`src/rtl/uat_pkg.sv`:
```
package uat_pkg;

    // Field widths
    localparam int VAL_W   = 32;
    localparam int REQ_W   = 3;
    localparam int STS_W   = 2;
    localparam int POS_W   = 4;
    localparam int MCNT_W  = 5;

    // Default table depth
    localparam int UAT_DEPTH = 16;

    // Request codes
    localparam logic [REQ_W-1:0] REQ_ADD    = 3'd0;
    localparam logic [REQ_W-1:0] REQ_SEARCH = 3'd1;
    localparam logic [REQ_W-1:0] REQ_UPDATE = 3'd2;
    localparam logic [REQ_W-1:0] REQ_DELETE = 3'd3;
    localparam logic [REQ_W-1:0] REQ_SHOW   = 3'd4;

    // Result status codes
    localparam logic [STS_W-1:0] ST_OK        = 2'd0;
    localparam logic [STS_W-1:0] ST_NOT_FOUND = 2'd1;
    localparam logic [STS_W-1:0] ST_FULL      = 2'd2;
    localparam logic [STS_W-1:0] ST_EMPTY     = 2'd3;

    // Controller to datapath commands
    typedef struct packed {
        logic load;     // latch a new transaction
        logic single;   // produce the one result of an add or empty-table request
        logic scan;     // walk the stored entries
    } ctl_cmd_t;

    // Datapath to controller status
    typedef struct packed {
        logic req_ok;      // request code on the port is a known one
        logic req_add;     // request code on the port is add
        logic count_zero;  // table holds no entries
        logic scan_end;    // every stored entry has been evaluated
    } dp_sts_t;

endpackage

```
`src/rtl/uat_ctrl.sv`:
```
module uat_ctrl (
    input  logic               clk,
    input  logic               rst_n,
    input  logic               start,
    input  uat_pkg::dp_sts_t   sts,
    output uat_pkg::ctl_cmd_t  cmd,
    output logic               busy
);
    import uat_pkg::*;

    localparam logic [1:0] S_IDLE   = 2'd0;
    localparam logic [1:0] S_SINGLE = 2'd1;
    localparam logic [1:0] S_SCAN   = 2'd2;

    logic [1:0] state_reg;
    logic [1:0] state_next;

    assign busy = (state_reg != S_IDLE);

    // Decode the next state and the commands of this cycle
    always_comb
    begin
        state_next = state_reg;
        cmd        = '0;
        case (state_reg)
            S_IDLE:
            begin
                if (start && sts.req_ok)
                begin
                    cmd.load = 1'b1;
                    if (sts.req_add || sts.count_zero)
                        state_next = S_SINGLE;
                    else
                        state_next = S_SCAN;
                end
            end
            S_SINGLE:
            begin
                cmd.single = 1'b1;
                state_next = S_IDLE;
            end
            S_SCAN:
            begin
                cmd.scan = 1'b1;
                if (sts.scan_end)
                    state_next = S_IDLE;
            end
            default:
            begin
                state_next = S_IDLE;
            end
        endcase
    end

    // Hold the state
    always_ff @(posedge clk or negedge rst_n)
    begin
        if (!rst_n)
            state_reg <= S_IDLE;
        else
            state_reg <= state_next;
    end

endmodule

```
`src/rtl/uat_datapath.sv`:
```
module uat_datapath #(
    parameter int DEPTH = uat_pkg::UAT_DEPTH
) (
    input  logic                              clk,
    input  logic                              rst_n,
    input  uat_pkg::ctl_cmd_t                 cmd,
    output uat_pkg::dp_sts_t                  sts,
    input  logic [uat_pkg::REQ_W-1:0]         req_type,
    input  logic signed [uat_pkg::VAL_W-1:0]  key,
    input  logic signed [uat_pkg::VAL_W-1:0]  new_value,
    output logic                              valid,
    output logic [uat_pkg::STS_W-1:0]         status,
    output logic signed [uat_pkg::VAL_W-1:0]  value,
    output logic [uat_pkg::POS_W-1:0]         position,
    output logic [uat_pkg::MCNT_W-1:0]        match_count,
    output logic                              last
);
    import uat_pkg::*;

    localparam int AW = (DEPTH > 1) ? $clog2(DEPTH) : 1;
    localparam int CW = $clog2(DEPTH + 1);

    // Entry store
    logic [VAL_W-1:0] mem [DEPTH];
    logic             mem_we;
    logic [AW-1:0]    mem_wa;
    logic [VAL_W-1:0] mem_wd;
    logic             rd_en;
    logic [VAL_W-1:0] rd_data_reg;

    // Transaction registers
    logic [REQ_W-1:0] req_reg;
    logic [VAL_W-1:0] key_reg;
    logic [VAL_W-1:0] nv_reg;

    // Table and scan state
    logic [CW-1:0] count_reg, count_next;
    logic [CW-1:0] ptr_reg, ptr_next;
    logic          stg_vld_reg, stg_vld_next;
    logic [AW-1:0] stg_idx_reg;
    logic [CW-1:0] hits_reg, hits_next;
    logic [AW-1:0] first_reg, first_next;
    logic          pend_vld_reg, pend_vld_next;
    logic [AW-1:0] pend_idx_reg, pend_idx_next;

    // Result staging
    logic             res_vld;
    logic [STS_W-1:0] res_sts;
    logic [VAL_W-1:0] res_val;
    logic [AW-1:0]    res_pos;
    logic [CW-1:0]    res_cnt;
    logic             res_last;
    logic [AW+POS_W-1:0]  pos_ext;
    logic [CW+MCNT_W-1:0] cnt_ext;

    logic          full;
    logic          match;
    logic          scan_end;
    logic [CW-1:0] stg_idx_ext;

    assign full        = (count_reg == CW'(DEPTH));
    assign match       = (rd_data_reg == key_reg);
    assign scan_end    = (ptr_reg == count_reg) && !stg_vld_reg;
    assign stg_idx_ext = CW'(stg_idx_reg);
    assign rd_en       = cmd.scan && (ptr_reg < count_reg);

    assign sts.req_ok     = (req_type <= REQ_SHOW);
    assign sts.req_add    = (req_type == REQ_ADD);
    assign sts.count_zero = (count_reg == '0);
    assign sts.scan_end   = scan_end;

    // Work out writes, scan progress and the result of this cycle
    always_comb
    begin
        mem_we        = 1'b0;
        mem_wa        = count_reg[AW-1:0];
        mem_wd        = key_reg;
        count_next    = count_reg;
        ptr_next      = ptr_reg;
        stg_vld_next  = 1'b0;
        hits_next     = hits_reg;
        first_next    = first_reg;
        pend_vld_next = pend_vld_reg;
        pend_idx_next = pend_idx_reg;
        res_vld       = 1'b0;
        res_sts       = ST_OK;
        res_val       = key_reg;
        res_pos       = '0;
        res_cnt       = count_reg;
        res_last      = 1'b1;

        if (cmd.load)
        begin
            ptr_next      = '0;
            hits_next     = '0;
            first_next    = '0;
            pend_vld_next = 1'b0;
        end

        if (cmd.single)
        begin
            res_vld = 1'b1;
            if (req_reg == REQ_ADD)
            begin
                if (full)
                begin
                    res_sts = ST_FULL;
                end
                else
                begin
                    mem_we     = 1'b1;
                    res_pos    = count_reg[AW-1:0];
                    res_cnt    = count_reg + CW'(1);
                    count_next = count_reg + CW'(1);
                end
            end
            else
            begin
                res_sts = ST_EMPTY;
                res_val = '0;
                res_cnt = '0;
            end
        end

        // Issue the next read
        if (rd_en)
        begin
            ptr_next     = ptr_reg + CW'(1);
            stg_vld_next = 1'b1;
        end

        // Evaluate the entry read last cycle
        if (cmd.scan && stg_vld_reg)
        begin
            case (req_reg)
                REQ_SEARCH:
                begin
                    if (match)
                    begin
                        res_vld       = pend_vld_reg;
                        res_pos       = pend_idx_reg;
                        res_last      = 1'b0;
                        pend_vld_next = 1'b1;
                        pend_idx_next = stg_idx_reg;
                    end
                end
                REQ_UPDATE:
                begin
                    if (match)
                    begin
                        mem_we    = 1'b1;
                        mem_wa    = stg_idx_reg;
                        mem_wd    = nv_reg;
                        hits_next = hits_reg + CW'(1);
                        if (hits_reg == '0)
                            first_next = stg_idx_reg;
                    end
                end
                REQ_DELETE:
                begin
                    if (hits_reg != '0)
                    begin
                        // move later entries one place toward the front
                        mem_we = 1'b1;
                        mem_wa = stg_idx_reg - AW'(1);
                        mem_wd = rd_data_reg;
                    end
                    else if (match)
                    begin
                        hits_next  = CW'(1);
                        first_next = stg_idx_reg;
                    end
                end
                REQ_SHOW:
                begin
                    res_vld  = 1'b1;
                    res_val  = rd_data_reg;
                    res_pos  = stg_idx_reg;
                    res_last = ((stg_idx_ext + CW'(1)) == count_reg);
                end
                default:
                begin
                end
            endcase
        end

        // Close the scan
        if (cmd.scan && scan_end)
        begin
            case (req_reg)
                REQ_SEARCH:
                begin
                    res_vld = 1'b1;
                    if (pend_vld_reg)
                        res_pos = pend_idx_reg;
                    else
                        res_sts = ST_NOT_FOUND;
                end
                REQ_UPDATE:
                begin
                    res_vld = 1'b1;
                    if (hits_reg == '0)
                    begin
                        res_sts = ST_NOT_FOUND;
                        res_cnt = '0;
                    end
                    else
                    begin
                        res_val = nv_reg;
                        res_pos = first_reg;
                        res_cnt = hits_reg;
                    end
                end
                REQ_DELETE:
                begin
                    res_vld = 1'b1;
                    if (hits_reg == '0)
                    begin
                        res_sts = ST_NOT_FOUND;
                    end
                    else
                    begin
                        res_pos    = first_reg;
                        res_cnt    = count_reg - CW'(1);
                        count_next = count_reg - CW'(1);
                    end
                end
                default:
                begin
                end
            endcase
        end
    end

    assign pos_ext = {{POS_W{1'b0}}, res_pos};
    assign cnt_ext = {{MCNT_W{1'b0}}, res_cnt};

    // Write and read the entry store
    always_ff @(posedge clk)
    begin
        if (mem_we)
            mem[mem_wa] <= mem_wd;
        if (rd_en)
        begin
            rd_data_reg <= mem[ptr_reg[AW-1:0]];
            stg_idx_reg <= ptr_reg[AW-1:0];
        end
    end

    // Latch the transaction and the result payload
    always_ff @(posedge clk)
    begin
        if (cmd.load)
        begin
            req_reg <= req_type;
            key_reg <= key;
            nv_reg  <= new_value;
        end
        if (res_vld)
        begin
            status      <= res_sts;
            value       <= res_val;
            position    <= pos_ext[POS_W-1:0];
            match_count <= cnt_ext[MCNT_W-1:0];
            last        <= res_last;
        end
        ptr_reg      <= ptr_next;
        hits_reg     <= hits_next;
        first_reg    <= first_next;
        pend_idx_reg <= pend_idx_next;
    end

    // Advance the control state
    always_ff @(posedge clk or negedge rst_n)
    begin
        if (!rst_n)
        begin
            count_reg    <= '0;
            stg_vld_reg  <= 1'b0;
            pend_vld_reg <= 1'b0;
            valid        <= 1'b0;
        end
        else
        begin
            count_reg    <= count_next;
            stg_vld_reg  <= stg_vld_next;
            pend_vld_reg <= pend_vld_next;
            valid        <= res_vld;
        end
    end

endmodule

```
`src/rtl/unsorted_array_table.sv`:
```
// Channel   Ports                                       Transaction
// --------  ------------------------------------------  ---------------------------
// request   start, busy, req_type, key, new_value       start high and busy low
// result    valid, status, value, position,             valid high, one cycle each
//           match_count, last
//
// Add, and any request on an empty table, keeps busy high for the S_SINGLE state.
// Search, update, delete and show keep busy high while the single read port of
// the entry store walks one entry a cycle, each checked from a registered read,
// and then while a closing step ends the request.
// Unknown request codes are taken and dropped with busy staying low.
// Reset clears the entry count and the controller; the result side cannot stall.
module unsorted_array_table #(
    parameter int DEPTH = uat_pkg::UAT_DEPTH
) (
    input  logic                              clk,
    input  logic                              rst_n,
    input  logic                              start,
    output logic                              busy,
    input  logic [uat_pkg::REQ_W-1:0]         req_type,
    input  logic signed [uat_pkg::VAL_W-1:0]  key,
    input  logic signed [uat_pkg::VAL_W-1:0]  new_value,
    output logic                              valid,
    output logic [uat_pkg::STS_W-1:0]         status,
    output logic signed [uat_pkg::VAL_W-1:0]  value,
    output logic [uat_pkg::POS_W-1:0]         position,
    output logic [uat_pkg::MCNT_W-1:0]        match_count,
    output logic                              last
);
    import uat_pkg::*;

    ctl_cmd_t cmd;
    dp_sts_t  sts;

    // Sequence each transaction
    uat_ctrl u_ctrl (
        .clk   (clk),
        .rst_n (rst_n),
        .start (start),
        .sts   (sts),
        .cmd   (cmd),
        .busy  (busy)
    );

    // Hold the table and build the results
    uat_datapath #(
        .DEPTH (DEPTH)
    ) u_datapath (
        .clk         (clk),
        .rst_n       (rst_n),
        .cmd         (cmd),
        .sts         (sts),
        .req_type    (req_type),
        .key         (key),
        .new_value   (new_value),
        .valid       (valid),
        .status      (status),
        .value       (value),
        .position    (position),
        .match_count (match_count),
        .last        (last)
    );

endmodule

```
`config.mk`:
```
export PLATFORM = sky130hd
export DESIGN_NAME = unsorted_array_table
export DESIGN_NICKNAME = d
export VERILOG_FILES = /design/src/rtl/uat_pkg.sv /design/src/rtl/uat_ctrl.sv /design/src/rtl/uat_datapath.sv /design/src/rtl/unsorted_array_table.sv
export SDC_FILE = /design/constraint.sdc
export NUM_CORES = 1
export LEC_CHECK = 0
export ABC_AREA = 1
export BUFFER_PORTS_ARGS = -buffer_cell sky130_fd_sc_hd__buf_2
export CORE_MARGIN = 2
export CORE_UTILIZATION = 29
export CTS_CLUSTER_DIAMETER = 80
export DETAILED_ROUTE_END_ITERATION = 10
export GPL_TIMING_DRIVEN = 0
export PLACE_DENSITY_LB_ADDON = 0.1
export SLEW_MARGIN = 15
export SYNTH_ARGS = -nofsm -noshare
export SYNTH_HDL_FRONTEND = slang
export SYNTH_HIERARCHICAL = 1
export SYNTH_SLANG_ARGS = --single-unit
```
`constraint.sdc`:
```
create_clock -name clk -period 4.55 [get_ports clk]
set_input_delay 0.455 -clock clk [delete_from_list [all_inputs] [get_ports clk]]
set_output_delay 0.455 -clock clk [all_outputs]
set_load 0.02 [all_outputs]
```
==> impl_metrics.tcl <==
set metrics [dict create \
    fin_nets 2680 \
    place_congestion 0.877 \
    core_area_sq_um 98400 \
    switchingPower_mw 7.50 \
    clk_latency_ps 660 \
    cts_tree "yes" \
    synth_edf_count 668 \
    drt_iter0_drc 1678 \
    grt_max_degree 57 \
    drcViolationCount 0 \
    min_period_over_period_pct 90.2 \
    largest_reg_flops 512 \
    synthesis.area_sq_um 28800 \
    reg2reg_from "u_datapath/ptr_reg[0]" \
    ys_warn_count 6 \
    worstPathCellList "buf_2, inv_1, buf_2, ha_1, nor3b_2, nand2_1, a21oi_1, nand3b_1, buf_8, buf_6" \
    power_leakage_nw 12.0 \
    cts.sinks 687 \
    ff2ff_path_depth 10 \
    required_ps 4900 \
    setup_viol_count_final 0 \
    relSlewSlack_pct 32.5 \
    io_pins 116 \
    syn-mean-instance-area_sq_um 12.5 \
    die_w_microns 319 \
    crit_type "reg -> reg" \
    timing.fmax_mhz 244 \
    slew_violations 0 \
    die-area_sq_um 102000 \
    via_per_inst 4.96 \
    r2r_slack_ps 450 \
    yosysMostFrequentCell "edfxtp_1" \
    die_h_microns 319 \
    post-cts-setup-buffers 0 \
    cts-root-buf "clkbuf_16" \
    vias 19600 \
    start_util_pct 29.2 \
    layout-area-overhead-vs-synth_pct 22.1 \
    cts.clk_slew.worst_paths_ps 60 \
    synthArstFlopShare_pct 1.46 \
    grt.total_usage_pct 18.4 \
    post_dp_cell_area_sq_um 31900 \
    synthFlopType "edfxtp_1" \
    pwr-share-comb_pct 29.6 \
    postSynthCellCount 2303 \
    synth_area_leader_cell "edfxtp_1" \
    synth_cell_type_count 47 \
    synth_common_cells "edfxtp_1, nor2_1, nand2_1, o21ai_0, nand3_1" \
    drv_cap 0 \
    power_mw 20.5 \
    r2r_end "u_datapath/value[12]" \
    power_frac_clock_pct 30.9 \
    fin_crit_ps 4100 \
    grt_pass1_wl_mm 137 \
    switching_share_pct 36.6 \
    path_max_fanout 19 \
    io_buffer_count 115 \
    end_kind "flop" \
    antenna_found_initial 4 \
    cts_buffers 79 \
    hold_viol_final 0 \
    rsz0062_at_grt "false" \
    htree_levels 3 \
    vdd_drop_max_uv 273 \
    synth_fp_nets 2387 \
    synth_top_area_share_pct 69.7 \
    layout_setup_ws_ps 448 \
    min_path_type "in -> reg" \
    ys_seq_elements 687 \
    place_ws_ps -55.5 \
    hpwl_mm 68.6 \
    holdWs_ps 54.9 \
    wirelength_mm 95.0 \
    largest_register "u_datapath/mem" \
    nFillCells 9564 \
    crit_path_top_delay_cell "edfxtp_1" \
    post-route-util_pct 35.7 \
    synth-seq-area-share_pct 71.2 \
    cp_common_cell "buf_2" \
    post_drt_wl_per_cell_microns 24.0 \
    rows 115 \
    worstMarginPinSlew_ps 1010 \
    overflow 0 \
    critPathArrivalTime_ps 4450 \
    start_kind "flop" \
    synth_area_leaders "edfxtp_1, nor2_1, nand2_1" \
    drive_gt1_share_pct 13.4 \
    clk_path_buf_depth 3 \
    intPower_mw 13.0 \
    ant_nets 0 \
    fin_skew_ps 34.9 \
    crit_start "u_datapath/ptr_reg[0]" \
    power_density_nw_per_um2 583 \
    power_frac_seq_pct 39.6 \
    max_stage_delay_ps 890 \
    final_cell_area_sq_um 35100 \
    grt_pass1_vias 19700 \
    status "finished clean" \
    cp-endpoint "u_datapath/value[12]" \
    drt_pass1_iterations 5 \
]
-- layout by cell type (no fill, tap or decap), drive strengths merged, types with 14 or more instances in the layout --
master       synthesis  layout
a21oi               18      18
inv                 71      74
o21ai              176     176
ha                  14      14
mux2i               57      57
a31oi               32      32
edfxtp             668     668
nor2               370     370
clkbuf              81     178
dlygate4sd3          0      66
xnor2               29      29
o221ai              57      57
buf                 52     198
clkinv               3      42
nand3              171     171
o32ai               71      71
nand2              363     363
-- power by group through the flow --
| stage | combinational, mW | clock [mW] | sequential (mW) |
|---|---|---|---|
| after floorplan | 3.32 | 0 | 8.09 |
| after global placement | 5.88 | 0 | 8.26 |
| after detailed placement | 6.02 | 0 | 8.23 |
| after CTS | 6.08 | 6.51 | 8.10 |
| after global routing | 6.58 | 6.74 | 8.14 |
| final | 6.05 | 6.32 | 8.10 |
-- cell families after synthesis --
logic type,after synthesis,share of synthesized area [%]
compound gates,380,8.68
xor+xnor,38,1.16
flops,687,71.2
simple gates,920,13.4
fa+ha+maj,14,0.609
buf+inv,207,2.97
mux,57,1.98
-- how the worst min path moves through the flow --
| stage | start | to | slack (ps) | cells after the start |
|---|---|---|---|---|
| 3_5_place_dp | rst_n | u_datapath/count_reg[1] | 360 | 1 |
| 5_1_grt | new_value[25] | u_datapath/nv_reg[25] | 10 | 1 |
| 2_1_floorplan | rst_n | u_ctrl/state_reg[0] | 160 | 0 |
| 6_report | new_value[25] | u_datapath/nv_reg[25] | 50 | 1 |
| 4_1_cts | new_value[25] | u_datapath/nv_reg[25] | 10 | 1 |
| 3_3_place_gp | rst_n | u_ctrl/state_reg[0] | 360 | 1 |
-- worst max-delay path: cells and delay by family (launching register included) --
kind                       cells  cell delay, ps
and+or+nand+nor                3            1030
adders and majority gates      1             360
buffers and inverters          5            1250
AOI/OAI and AO/OA              1             210
DFF                            1             890
-- timing repair --
item,CTS,global route
resized for setup,0,0
hold endpoints to repair,75,0
endpoints found under the setup margin,16,0
hold buffers,66,0
-- routing by layer --
layer	track usage [%]	share of wire, %	up-vias
met5	0	0	-
met3	3.20	6.1	152
met2	29.5	46	630
met1	25.4	45	9767
li1	-	-	9043
met4	6.06	3.0	0
-- layout make-up --
cell class	instances	area, sq um	share of cell area [%]
repair buffers	213	2000	5.69
clock buffers	97	2080	5.91
diodes	1	2.50	0.00713
inverters	74	280	0.798
multi-input cells	1409	7570	21.6
plain buffers	132	572	1.63
flip-flops and latches	687	20500	58.4
well taps	1287	1610	4.59
clock inverters	50	509	1.45
-- through the flow --
stage	cells	TNS (ps)
global placement	3705	-564920
detailed placement	3737	-863
floorplan	2303	0
finish	3950	0
CTS	3949	0
global route	3949	0
No activity file was read; power rests on OpenSTA's default activity.
